`src/hw/rtl/dmx_to_pixel_mapper_top_defines.svh`:
```
// Assertion macros for the DMX to pixel mapper.
// Used by the top level; expects clk and arst_n in scope.
`ifndef DMX_TO_PIXEL_MAPPER_TOP_DEFINES_SVH
`define DMX_TO_PIXEL_MAPPER_TOP_DEFINES_SVH

// Consequent holds in the same cycle as the antecedent.
`define DTPM_ASSERT_NOW(label, ante, cons, msg) \
	label: assert property (@(posedge clk) disable iff (!arst_n) (ante) |-> (cons)) \
		else $error(msg);

// Consequent holds in the cycle after the antecedent.
`define DTPM_ASSERT_NEXT(label, ante, cons, msg) \
	label: assert property (@(posedge clk) disable iff (!arst_n) (ante) |=> (cons)) \
		else $error(msg);

`endif

```
`src/hw/rtl/dtpm_pkg.sv`:
```
// Shared types and constants for the DMX to pixel mapper.
// No dependencies.
`timescale 1ns / 1ps

package dtpm_pkg;

	localparam int MAX_OUTPUTS        = 8;
	localparam int MAX_UNIVERSE_SLOTS = 4;
	localparam int FRAME_BYTES        = 512;
	localparam int MAX_GROUPING       = 64;
	localparam int POS_LIMIT          = 8191;
	localparam int PIXEL_LIMIT        = 4095;
	localparam int BEGIN_W            = 12;

	localparam logic [12:0] FRAME_PIX3 = 13'(FRAME_BYTES / 3);
	localparam logic [12:0] FRAME_PIX4 = 13'(FRAME_BYTES / 4);

	typedef enum logic [2:0] {
		REG_CPP         = 3'd0,
		REG_COLOR_MAP   = 3'd1,
		REG_UNIVERSES   = 3'd2,
		REG_GROUP_COUNT = 3'd3,
		REG_GROUPING    = 3'd4,
		REG_LAST_PORT   = 3'd5,
		REG_BEGIN_TABLE = 3'd6
	} reg_idx_t;

	typedef enum logic [2:0] {
		MAP_RGB = 3'd0,
		MAP_RBG = 3'd1,
		MAP_GRB = 3'd2,
		MAP_GBR = 3'd3,
		MAP_BRG = 3'd4,
		MAP_BGR = 3'd5
	} color_map_t;

	typedef struct packed {
		logic [2:0]  cpp;
		logic [2:0]  color_map;
		logic [2:0]  universes;
		logic [12:0] group_count;
		logic [6:0]  grouping;
		logic [4:0]  last_port;
		logic [47:0] begin_table;
	} cfg_t;

	localparam cfg_t CFG_RESET = '{
		cpp:         3'd3,
		color_map:   3'd0,
		universes:   3'd1,
		group_count: 13'd170,
		grouping:    7'd1,
		last_port:   5'd0,
		begin_table: 48'd0
	};

	typedef struct packed {
		logic accept;
		logic mul;
		logic load;
	} dp_cmd_t;

	typedef struct packed {
		logic any;
		logic last;
		logic out_free;
	} dp_sts_t;

endpackage

```
`src/hw/rtl/dtpm_datapath.sv`:
```
// Datapath: pixel assembly, color mapping, group position, write expansion
// and output register. Depends on dtpm_pkg.
`timescale 1ns / 1ps

module dtpm_datapath
	import dtpm_pkg::*;
(
	input  logic        clk,
	input  logic        arst_n,
	input  cfg_t        cfg,
	input  dp_cmd_t     cmd,
	output dp_sts_t     sts,
	input  logic [4:0]  port_index,
	input  logic [7:0]  channel_byte,
	input  logic        frame_first,
	input  logic        frame_last,
	input  logic        want_update,
	output logic        out_valid,
	input  logic        out_ready,
	output logic        write_valid,
	output logic [2:0]  output_number,
	output logic [11:0] pixel_number,
	output logic [7:0]  red,
	output logic [7:0]  green,
	output logic [7:0]  blue,
	output logic [7:0]  white,
	output logic        update_strobe,
	output logic        run_last
);

	logic [1:0]  phase_q;
	logic [7:0]  bytes_q [3];
	logic [12:0] gp_q;

	logic [7:0]  col_q [4];
	logic [2:0]  outno_q;
	logic        go_q;
	logic        strobe_q;
	logic [12:0] gmul_q;
	logic [6:0]  grp_q;
	logic [19:0] pix_q;
	logic [6:0]  k_q;

	logic        out_valid_q;
	logic        wv_q;
	logic [2:0]  outno_out_q;
	logic [11:0] pix_out_q;
	logic [7:0]  col_out_q [4];
	logic        strobe_out_q;
	logic        last_out_q;

	logic [2:0]  uni;
	logic [4:0]  quo;
	logic [4:0]  rem;
	logic [11:0] begin_idx;
	logic [6:0]  grp;
	logic        cpp3;
	logic [1:0]  phase_eff;
	logic [12:0] gp_eff;
	logic        pix_done;
	logic [7:0]  col [4];
	logic        ok;
	logic        strobe;
	logic        has_write;

	always_comb begin
		if (cfg.universes == 3'd0) begin
			uni = 3'd1;
		end else if (cfg.universes > 3'(MAX_UNIVERSE_SLOTS)) begin
			uni = 3'(MAX_UNIVERSE_SLOTS);
		end else begin
			uni = cfg.universes;
		end
		unique case (uni)
			3'd1:    quo = port_index;
			3'd2:    quo = port_index >> 1;
			3'd3:    quo = 5'((10'(port_index) * 10'd11) >> 5);
			3'd4:    quo = port_index >> 2;
			default: quo = port_index;
		endcase
		rem = port_index - 5'(quo * 5'(uni));
		begin_idx = cfg.begin_table[BEGIN_W * rem[1:0] +: BEGIN_W];
		grp = (cfg.grouping > 7'(MAX_GROUPING)) ? 7'(MAX_GROUPING) : cfg.grouping;
		cpp3 = (cfg.cpp == 3'd3);
		phase_eff = frame_first ? 2'd0 : phase_q;
		gp_eff = frame_first ? {1'b0, begin_idx} : gp_q;
		pix_done = ({1'b0, phase_eff} + 3'd1) >= (cpp3 ? 3'd3 : 3'd4);
		col[3] = 8'd0;
		if (cpp3) begin
			unique case (color_map_t'(cfg.color_map))
				MAP_RBG: begin
					col[0] = bytes_q[0]; col[1] = channel_byte; col[2] = bytes_q[1];
				end
				MAP_GRB: begin
					col[0] = bytes_q[1]; col[1] = bytes_q[0]; col[2] = channel_byte;
				end
				MAP_GBR: begin
					col[0] = channel_byte; col[1] = bytes_q[0]; col[2] = bytes_q[1];
				end
				MAP_BRG: begin
					col[0] = bytes_q[1]; col[1] = channel_byte; col[2] = bytes_q[0];
				end
				MAP_BGR: begin
					col[0] = channel_byte; col[1] = bytes_q[1]; col[2] = bytes_q[0];
				end
				default: begin
					col[0] = bytes_q[0]; col[1] = bytes_q[1]; col[2] = channel_byte;
				end
			endcase
		end else begin
			col[0] = bytes_q[0];
			col[1] = bytes_q[1];
			col[2] = bytes_q[2];
			col[3] = channel_byte;
		end
		ok = (gp_eff < cfg.group_count)
			&& !((gp_eff >= {1'b0, begin_idx})
				&& ((gp_eff - {1'b0, begin_idx}) >= (cpp3 ? FRAME_PIX3 : FRAME_PIX4)))
			&& (quo < 5'(MAX_OUTPUTS));
		strobe = frame_last && want_update && (port_index == cfg.last_port);
		has_write = go_q && (pix_q <= 20'(PIXEL_LIMIT));
	end

	always_ff @(posedge clk or negedge arst_n) begin
		if (!arst_n) begin
			phase_q <= 2'd0;
			gp_q <= 13'd0;
			for (int i = 0; i < 3; i++) begin
				bytes_q[i] <= 8'd0;
			end
		end else if (cmd.accept) begin
			if (pix_done) begin
				phase_q <= 2'd0;
				gp_q <= (gp_eff < 13'(POS_LIMIT)) ? gp_eff + 13'd1 : gp_eff;
			end else begin
				bytes_q[phase_eff] <= channel_byte;
				phase_q <= frame_last ? 2'd0 : phase_eff + 2'd1;
				gp_q <= gp_eff;
			end
		end
	end

	always_ff @(posedge clk) begin
		if (cmd.accept) begin
			col_q <= col;
			outno_q <= quo[2:0];
			go_q <= pix_done && ok && (grp != 7'd0);
			strobe_q <= strobe;
			gmul_q <= gp_eff;
			grp_q <= grp;
		end
		if (cmd.mul) begin
			pix_q <= 20'(gmul_q) * 20'(grp_q);
			k_q <= 7'd0;
		end else if (cmd.load && has_write) begin
			pix_q <= pix_q + 20'd1;
			k_q <= k_q + 7'd1;
		end
	end

	assign sts.any = has_write || strobe_q;
	assign sts.last = !has_write || (7'(k_q + 7'd1) == grp_q)
		|| (pix_q == 20'(PIXEL_LIMIT));
	assign sts.out_free = !out_valid_q || out_ready;

	always_ff @(posedge clk or negedge arst_n) begin
		if (!arst_n) begin
			out_valid_q <= 1'b0;
		end else if (cmd.load) begin
			out_valid_q <= 1'b1;
		end else if (out_ready) begin
			out_valid_q <= 1'b0;
		end
	end

	always_ff @(posedge clk) begin
		if (cmd.load) begin
			wv_q <= has_write;
			outno_out_q <= has_write ? outno_q : 3'd0;
			pix_out_q <= has_write ? pix_q[11:0] : 12'd0;
			for (int i = 0; i < 4; i++) begin
				col_out_q[i] <= has_write ? col_q[i] : 8'd0;
			end
			strobe_out_q <= strobe_q && sts.last;
			last_out_q <= sts.last;
		end
	end

	assign out_valid = out_valid_q;
	assign write_valid = wv_q;
	assign output_number = outno_out_q;
	assign pixel_number = pix_out_q;
	assign red = col_out_q[0];
	assign green = col_out_q[1];
	assign blue = col_out_q[2];
	assign white = col_out_q[3];
	assign update_strobe = strobe_out_q;
	assign run_last = last_out_q;

endmodule

```
`src/hw/rtl/dtpm_ctrl.sv`:
```
// Controller: sequences accept, multiply and write emission per item.
// Depends on dtpm_pkg.
`timescale 1ns / 1ps

module dtpm_ctrl
	import dtpm_pkg::*;
(
	input  logic    clk,
	input  logic    arst_n,
	input  logic    in_valid,
	output logic    in_ready,
	output dp_cmd_t cmd,
	input  dp_sts_t sts
);

	typedef enum logic [1:0] {
		ST_IDLE,
		ST_MUL,
		ST_EMIT
	} state_t;

	state_t state_q;
	logic   ready_q;

	always_ff @(posedge clk or negedge arst_n) begin
		if (!arst_n) begin
			state_q <= ST_IDLE;
			ready_q <= 1'b1;
		end else begin
			unique case (state_q)
				ST_IDLE: begin
					if (in_valid && ready_q) begin
						state_q <= ST_MUL;
						ready_q <= 1'b0;
					end
				end
				ST_MUL: begin
					state_q <= ST_EMIT;
				end
				ST_EMIT: begin
					if (!sts.any || (sts.out_free && sts.last)) begin
						state_q <= ST_IDLE;
						ready_q <= 1'b1;
					end
				end
				default: begin
					state_q <= ST_IDLE;
					ready_q <= 1'b1;
				end
			endcase
		end
	end

	assign in_ready = ready_q;
	assign cmd.accept = in_valid && ready_q;
	assign cmd.mul = (state_q == ST_MUL);
	assign cmd.load = (state_q == ST_EMIT) && sts.any && sts.out_free;

endmodule

```
`src/hw/rtl/dmx_to_pixel_mapper_top.sv`:
```
// Path: an item is registered on accept, its group position is multiplied, and the emission
// loop then loads its results into the output register, one write per cycle unless the output
// stalls. No new item is accepted until the previous one has left the emission loop.
// Reset: arst_n clears the controller, pixel assembly state and output valid, and loads
// the register defaults (3 channels, RGB, 1 universe, 170 groups, grouping 1).
// Top level: configuration registers, controller and datapath. Depends on dtpm_pkg.
`timescale 1ns / 1ps
`include "dmx_to_pixel_mapper_top_defines.svh"

module dmx_to_pixel_mapper_top
	import dtpm_pkg::*;
(
	input  logic        clk,
	input  logic        arst_n,
	input  logic        s_axis_tvalid,
	output logic        s_axis_tready,
	input  logic [7:0]  s_axis_tdata,   // channel_byte
	input  logic [6:0]  s_axis_tuser,   // port_index[4:0], frame_first, want_update
	input  logic        s_axis_tlast,   // frame_last
	output logic        m_axis_tvalid,
	input  logic        m_axis_tready,
	// output_number[2:0], pixel_number[14:3], red, green, blue, white, zero pad [47]
	output logic [47:0] m_axis_tdata,
	output logic [1:0]  m_axis_tuser,   // write_valid, update_strobe
	output logic        m_axis_tlast,   // run_last
	input  logic        cfg_wen,
	input  logic [2:0]  cfg_index,
	input  logic [47:0] cfg_wdata
);

	cfg_t        cfg_q;
	dp_cmd_t     cmd;
	dp_sts_t     sts;
	logic        write_valid;
	logic [2:0]  output_number;
	logic [11:0] pixel_number;
	logic [7:0]  red;
	logic [7:0]  green;
	logic [7:0]  blue;
	logic [7:0]  white;
	logic        update_strobe;

	always_ff @(posedge clk or negedge arst_n) begin
		if (!arst_n) begin
			cfg_q <= CFG_RESET;
		end else if (cfg_wen) begin
			unique case (reg_idx_t'(cfg_index))
				REG_CPP:         cfg_q.cpp <= cfg_wdata[2:0];
				REG_COLOR_MAP:   cfg_q.color_map <= cfg_wdata[2:0];
				REG_UNIVERSES:   cfg_q.universes <= cfg_wdata[2:0];
				REG_GROUP_COUNT: cfg_q.group_count <= cfg_wdata[12:0];
				REG_GROUPING:    cfg_q.grouping <= cfg_wdata[6:0];
				REG_LAST_PORT:   cfg_q.last_port <= cfg_wdata[4:0];
				REG_BEGIN_TABLE: cfg_q.begin_table <= cfg_wdata;
				default: ;
			endcase
		end
	end

	dtpm_ctrl u_ctrl (
		.clk      (clk),
		.arst_n   (arst_n),
		.in_valid (s_axis_tvalid),
		.in_ready (s_axis_tready),
		.cmd      (cmd),
		.sts      (sts)
	);

	dtpm_datapath u_datapath (
		.clk           (clk),
		.arst_n        (arst_n),
		.cfg           (cfg_q),
		.cmd           (cmd),
		.sts           (sts),
		.port_index    (s_axis_tuser[4:0]),
		.channel_byte  (s_axis_tdata),
		.frame_first   (s_axis_tuser[5]),
		.frame_last    (s_axis_tlast),
		.want_update   (s_axis_tuser[6]),
		.out_valid     (m_axis_tvalid),
		.out_ready     (m_axis_tready),
		.write_valid   (write_valid),
		.output_number (output_number),
		.pixel_number  (pixel_number),
		.red           (red),
		.green         (green),
		.blue          (blue),
		.white         (white),
		.update_strobe (update_strobe),
		.run_last      (m_axis_tlast)
	);

	assign m_axis_tdata = {1'b0, white, blue, green, red, pixel_number, output_number};
	assign m_axis_tuser = {update_strobe, write_valid};

	`DTPM_ASSERT_NEXT(a_one_item_at_a_time, s_axis_tvalid && s_axis_tready,
		!s_axis_tready, "input taken while an item is still in work")
	`DTPM_ASSERT_NOW(a_empty_result_is_strobe, m_axis_tvalid && !m_axis_tuser[0],
		m_axis_tuser[1] && m_axis_tlast, "non-write result without strobe and last")
	`DTPM_ASSERT_NOW(a_strobe_on_last, m_axis_tvalid && m_axis_tuser[1],
		m_axis_tlast, "update strobe on a result that is not the last of its run")

endmodule
```
`config.mk`:
```
export PLATFORM = sky130hd
export DESIGN_NAME = dmx_to_pixel_mapper_top
export DESIGN_NICKNAME = d
export VERILOG_FILES = /design/src/hw/rtl/dtpm_pkg.sv /design/src/hw/rtl/dtpm_datapath.sv /design/src/hw/rtl/dtpm_ctrl.sv /design/src/hw/rtl/dmx_to_pixel_mapper_top.sv
export VERILOG_INCLUDE_DIRS = /design/src /design/src/hw/rtl
export SDC_FILE = /design/constraint.sdc
export NUM_CORES = 1
export LEC_CHECK = 0
export BUFFER_PORTS_ARGS = -buffer_cell sky130_fd_sc_hd__buf_4
export CAP_MARGIN = 30
export CORE_AREA = 2 2 186 188
export DETAILED_ROUTE_END_ITERATION = 7
export DIE_AREA = 0 0 188 190
export PLACE_DENSITY_LB_ADDON = 0.25
export SYNTH_ARGS = -nofsm -noshare
export SYNTH_HDL_FRONTEND = slang
export SYNTH_HIERARCHICAL = 1
export SYNTH_SLANG_ARGS = --single-unit
```
`constraint.sdc`:
```
create_clock -name clk -period 10.81 [get_ports clk]
set_input_delay 0.5405 -clock clk [delete_from_list [all_inputs] [get_ports clk]]
set_output_delay 0.5405 -clock clk [all_outputs]
set_load 0.02 [all_outputs]
```
# Word-level counts from Yosys, hierarchy flattened
# Memories as Yosys holds them, arrays and structs flattened.
# Index checks and enable logic that the tools add are counted.
totals:
  regBits: 227
  ramBits: 32
  input_bits: 72
  out_inout_bits: 53
  wordCells: 153
  n_memories: 1
classes:
  n_addsub: 7
  mul: 4
  magnitude_cmp: 11
  eq_ne: 22
  shift: 1
  mux: 33
  bitwise_logic: 3
  reduce_logical: 40
mem_list:
  columns: ["name", "depth", "width", "read_ports", "rd_ports_with_merged_regs", "wr", "line_no", "text"]
  rows:
  - ["u_datapath.col_out_q", 4, 8, 4, 0, 4, "dtpm_datapath.sv:48", "logic [7:0] col_out_q [4];"]
ops:
  columns: ["operator", "n"]
  rows:
  - ["one-hot mux 24 bit (5 select lines)", 1]
  - ["indexed part select 48 x 7 -> 12 bit", 1]
  - ["two-way mux 20 bit", 2]
  - ["two-way mux 8 bit", 5]
  - ["two-way mux 13 bit", 3]
  - ["bitwise mux 24 bit", 1]
  - ["two-way mux 24 bit", 1]
  - ["== test 3 x 2 -> 1 bit (second input constant)", 7]
  - ["adder 20 x 1 -> 20 bit (second input constant)", 1]
  - ["== test 20 x 12 -> 1 bit (second input constant)", 1]
  - ["<= comparator 20 x 12 -> 1 bit (second input constant)", 1]
  - ["multiplier 13 x 7 -> 20 bit", 1]
  - ["== test 3 bit (second input constant)", 6]
  - ["AND reduction 2 bit", 9]
  - ["demux 8 bit (select 2 bit)", 1]
  - ["logical AND 1 bit", 15]
  - ["one-hot mux 5 bit (3 select lines)", 1]
  - ["adder 13 x 1 -> 13 bit (second input constant)", 1]
  - [">= comparator 13 x 12 -> 1 bit", 1]
  - [">= comparator 13 bit", 1]
  - ["< comparator 13 bit", 1]
  - ["< comparator 13 bit (second input constant)", 1]
  - ["subtractor 13 x 12 -> 13 bit", 1]
  - ["two-way mux 2 bit", 5]
  - ["35 further kinds", 53]

# Logic depth before layout (Yosys ltp)
logic_depth:
  ltp_word: 18
  ltp_mapped: 34
  ltp_nobuf: 33

# Modules after synthesis
# Netlist, hierarchy kept.
by_module_without_submodules:
  columns: ["module", "n_inst", "cells_per_inst", "area_per_inst_um2", "seq_area_each_um2"]
  rows:
  - ["dtpm_datapath", 1, 1336, 13350.3, 4954.8]
  - ["dmx_to_pixel_mapper_top", 1, 182, 3121.7, 2062.0]
  - ["dtpm_ctrl", 1, 14, 142.6, 76.3]

# Least setup slack after synthesis
# Ideal clock, no wire load.
synth_timing:
  path_kind: "input port to flip-flop"
  start: "input port s_axis_tuser[1]"
  end: "register u_datapath.go_q (data pin)"
  arrival_time_ps: 6438
  setup_slack_ps: 4202
  cell_stages: 28
  path_buffers: 1
  cell_sequence: "ha_1 fa_1 ha_1 nor2_1 a21oi_1 xnor2_1 nand2_1 o21ai_0 mux2i_1 o211a_1 ha_1 inv_1 ha_1 xor2_4 buf_2 mux4_1 mux2i_1 inv_1 ha_1 a21oi_1 o21ai_0 o21ai_0 o31ai_1 xor2_1 ha_1 o31a_1 o31a_1 o32ai_2"
synth_between:
  elab_chain_len: 15
  elab_cells_between_ends: 18
  cone_classes: "add/sub (2); mul (3); order compare (4); shift (1); mux (2); reduce/logical (6)"
synth_rtl:
  columns: ["item", "line_no", "text"]
  rows:
  - ["from (decl)", "dmx_to_pixel_mapper_top.sv:18", "input logic [6:0] s_axis_tuser,"]
  - ["multiplier 5 x 4 -> 9 bit", "dtpm_datapath.sv:77", "3'd3: quo = 5'((10'(port_index) * 10'd11) >> 5);"]
  - ["one-hot mux 5 bit (3 select lines)", "dtpm_datapath.sv:74", "unique case (uni)"]
  - ["multiplier 5 x 3 -> 2 bit", "dtpm_datapath.sv:81", "rem = port_index - 5'(quo * 5'(uni));"]
  - ["subtractor 2 bit (*)", "dtpm_datapath.sv:81", null]
  - ["multiplier 2 x 2 -> 4 bit (*)", "dtpm_datapath.sv:82", "begin_idx = cfg.begin_table[BEGIN_W * rem[1:0] +: BEGIN_W];"]
  - ["indexed part select 48 x 7 -> 12 bit (*)", "dtpm_datapath.sv:82", null]
  - ["two-way mux 13 bit (*)", "dtpm_datapath.sv:86", "gp_eff = frame_first ? {1'b0, begin_idx} : gp_q;"]
  - ["net u_datapath.gp_eff[1]", "dtpm_datapath.sv:59", "logic [12:0] gp_eff;"]
  - ["subtractor 13 x 12 -> 13 bit", "dtpm_datapath.sv:118", "&& ((gp_eff - {1'b0, begin_idx}) >= (cpp3 ? FRAME_PIX3 : FRAME_PIX4)))"]
  - [">= comparator 13 bit", "dtpm_datapath.sv:118", null]
  - ["logical AND 1 bit", "dtpm_datapath.sv:118", null]
  - ["logical NOT 1 bit", "dtpm_datapath.sv:117", "&& !((gp_eff >= {1'b0, begin_idx})"]
  - ["logical AND 1 bit (*)", "dtpm_datapath.sv:117", null]
  - ["logical AND 1 bit (*)", "dtpm_datapath.sv:119", "&& (quo < 5'(MAX_OUTPUTS));"]
  - ["logical AND 1 bit (*) (2 in series)", "dtpm_datapath.sv:147", "go_q <= pix_done && ok && (grp != 7'd0);"]
  - ["to (signal assigned)", "dtpm_datapath.sv:147", null]
  - ["to (decl)", "dtpm_datapath.sv:37", "logic go_q;"]
# The timed path passes the listed nets; every way through them passes the cells marked *.
# A chain may end at the register's enable or synchronous reset.

# Final worst setup path
# Same ends and word-level chain as after synthesis.

==> metrics.cfg <==
[grt]
antenna_found_initial=0
grt_first_pass_wirelength_um=58000
first_global_vias=11100
track_usage=0.200
pin_count_of_the_biggest_net_entering_global_routing=66
grt-ovfl-total=0

[yosys]
ys_types=95
post_synth_instance_area_um2=16600
synth-edff-count=127
avgSynthCellArea_um2=10.8
syn-num-nets=1748
netlist_instances=1532
synth-warning-count=6
post_synth_most_frequent_cells=sky130_fd_sc_hd__nand2_1 (169), sky130_fd_sc_hd__edfxtp_1 (127), sky130_fd_sc_hd__mux2_2 (126), sky130_fd_sc_hd__dfrtp_1 (116), sky130_fd_sc_hd__inv_1 (111)
synth_async_sr_flop_share=0.483
synth_ff_type=sky130_fd_sc_hd__edfxtp_1
netlist.top_cell.by_area=sky130_fd_sc_hd__edfxtp_1
synth.ff_latch_count=259
synth.top_cells.by_area=sky130_fd_sc_hd__edfxtp_1 (23%), sky130_fd_sc_hd__dfrtp_1 (17%), sky130_fd_sc_hd__mux2_2 (8.5%)
synth.most_common_cell=sky130_fd_sc_hd__nand2_1
synth_sequential_area_ratio=0.427
synthDominantCellAreaShare=0.230

[power]
power_density_nw_per_um2=166
vdd_drop_max_uv=127
leakagePower_nw=8.29

[clock_network]
clkSlewWorstSetupHoldPaths_ps=60
worstSkewPairLatency_ps=570
htree_levels=1
cts_buffer_depth=3
cts-buffers-inserted=29
tritoncts=built
clk_root_buffer_cell=sky130_fd_sc_hd__clkbuf_16
cts.sinks=259
post_cts.resized_instances=0
cts_hold_buffers=0
postCtsSetupBuffers=0

[routing]
via_total_after_detailed_routing=11400
dr.pass1.iters=5
ratio_of_routed_vias_to_standard_cells=5.40
drc_errors=0
route.detailed.wl_per_inst_um=16.8
postRouteAntennaNets=0
dr.first_iter.drc_count=695
finalWirelength_um=35500

[die]
dieArea_um2=35700
design.core.area_um2=33900
floorplan.io_pins=125
die_width_um=188
dieHeight_um=190
floorplan.rows=68
initial_utilization=0.489

[placed_design]
port-buffer-count=123
gp_congestion=0.911
post-dp-hpwl_um=26100
dpl-instance-area_um2=17900

[worst_setup_path]
cell_seen_most_often_among_critical_path_stages=sky130_fd_sc_hd__ha_1
crit_path_top_delay_cell=sky130_fd_sc_hd__or3_1
worst-path-max-fanout=13
timing.reg2reg.setup_slack_ps=4750
worstPathRequired_ps=11210
critical_path_arrival_ps=7570
timing.critical_path.slowest_cell_delay_ps=560
critPathCaptureType=register
worstSetupPathType=input pin to register
crit_path_start_kind=input pin

[cells_and_area]
area.growth.synth_to_final_pct=13.1
drive_gt1_frac=0.214
numnets_final=1852
fin_util=0.554
layout.filler_cells=2898
antenna-diode-count=0
final_area_um2=18800

[timing]
fin_crit_ps=7170
setup-tns-final_ps=0
fin_skew_ps=23.5
final-max-slew-violation-count=0
grt_setup_unrepaired=false
slew_headroom=0.315
fmax_ghz=0.139
worstMarginPinSlew_ps=1020
hold_viol=0
fin_crit_sh=0.664
setup_failing_eps_final=0

[run_status]
outcome=completed

[min_path]
min_path_type=input pin to async pin

[flow_run]
max_cap_viol_count=0

==> kinds of logic after synthesis <==
| family | after synthesis | share of synthesized area |
|---|---|---|
| XOR/XNOR | 72 | 0.0395 |
| adder cells (fa/ha/maj) | 144 | 0.134 |
| other | 1 | 0.000226 |
| buffers and inverters | 172 | 0.0452 |
| AO/OA/AOI/OAI | 212 | 0.0830 |
| flip-flops | 259 | 0.427 |
| multiplexers | 169 | 0.116 |
| AND/OR/NAND/NOR | 503 | 0.156 |
==> sequential cells by signal, summed over array words and instances (netlist names) <==
register,count
u_datapath/gmul_q,13
u_datapath/pix_q,20
u_datapath/go_q,1
u_datapath/output_number,3
u_datapath/gp_q,13
u_datapath/pixel_number,12
u_datapath/outno_q,3
u_datapath/strobe_q,1
u_datapath/col_q,32
u_datapath/write_valid,1
u_ctrl/in_ready,1
u_datapath/update_strobe,1
u_datapath/col_out_q,32
u_datapath/bytes_q,24
u_datapath/out_valid,1
u_ctrl/state_q,2
u_datapath/run_last,1
cfg_q,82
u_datapath/grp_q,7
u_datapath/k_q,7
u_datapath/phase_q,2
==> final timing paths <==
path                              startpoint                   end  depth (start not counted)
hold reg to reg            u_ctrl/state_q[0]     u_ctrl/state_q[0]                          1
setup / recovery             s_axis_tuser[1]       u_datapath/go_q                         31
min in group clk               cfg_wdata[36]             cfg_q[36]                          2
hold / removal                        arst_n             cfg_q[29]                          1
setup reg to reg                   cfg_q[73]       u_datapath/go_q                         23
max in group asynchronous             arst_n  u_datapath/out_valid                          2
==> final cells by class <==
cell class	instances	area, um2	area share
tap	455	569	0.0303
inverter	112	420	0.0224
clock buffer	33	751	0.0399
multi-input combinational	1101	8780	0.467
clock inverter	21	184	0.00978
timing repair buffer	133	998	0.0531
sequential	259	7090	0.377
==> cell usage in the layout, fill, tap and decap left out, drive strengths merged, types with 6 or more instances in the layout <==
| cell | netlist | final |
|---|---|---|
| clkbuf | 40 | 33 |
| mux2 | 128 | 128 |
| a21o | 11 | 11 |
| nand4 | 13 | 13 |
| nor2b | 23 | 23 |
| nand2 | 170 | 170 |
| a21oi | 66 | 66 |
| nor4 | 10 | 10 |
| mux2i | 37 | 37 |
| inv | 111 | 113 |
| buf | 20 | 133 |
| fa | 56 | 56 |
| and3 | 9 | 9 |
| nand3 | 32 | 32 |
| o211ai | 6 | 6 |
| dfrtp | 116 | 116 |
| and2 | 86 | 86 |
| nor2 | 85 | 85 |
| nand2b | 13 | 13 |
| a31oi | 16 | 16 |
| ha | 88 | 88 |
| xnor2 | 41 | 41 |
| dfstp | 9 | 9 |
| nor3 | 27 | 27 |
| clkinv | 1 | 16 |
| xor2 | 31 | 31 |
| dfxtp | 7 | 7 |
| edfxtp | 127 | 127 |
| o21ai | 60 | 60 |
==> routing by layer <==
layer	GRT usage	vias up	share of wire
li1	-	5555	-
met1	0.284	5498	0.47
met2	0.330	315	0.46
met3	0.0205	43	0.046
met4	0.0551	0	0.022
met5	0	-	0
==> critical path, delay by kind of cell <==
family          cells  cell delay, ps
compound gates     11            2010
xor+xnor            3             610
fa+ha+maj           7            2110
buf+inv             2             360
mux                 3             810
simple gates        5            1120
==> stage by stage <==
step | setup WS [ps] | std cells | hold slack [ps] | power [mW]
2_1_floorplan | 4200 | 1532 | 245 | 1.92
6_report | 3640 | 2114 | 59.2 | 3.12
3_5_place_dp | 3160 | 2060 | 491 | 2.16
3_3_place_gp | 3360 | 2058 | 484 | 2.13
4_1_cts | 3730 | 2114 | 72.5 | 3.13
5_1_grt | 2980 | 2114 | 129 | 3.29
==> power breakdown <==
group	switching [mW]	leakage, nW	total (mW)	internal (mW)
Clock	0.411	0.459	0.961	0.550
Combinational	0.563	5.02	0.980	0.417
Sequential	0.0637	2.82	1.18	1.11
Total	1.04	8.29	3.12	2.08
Power figures use the tool's default switching activity.
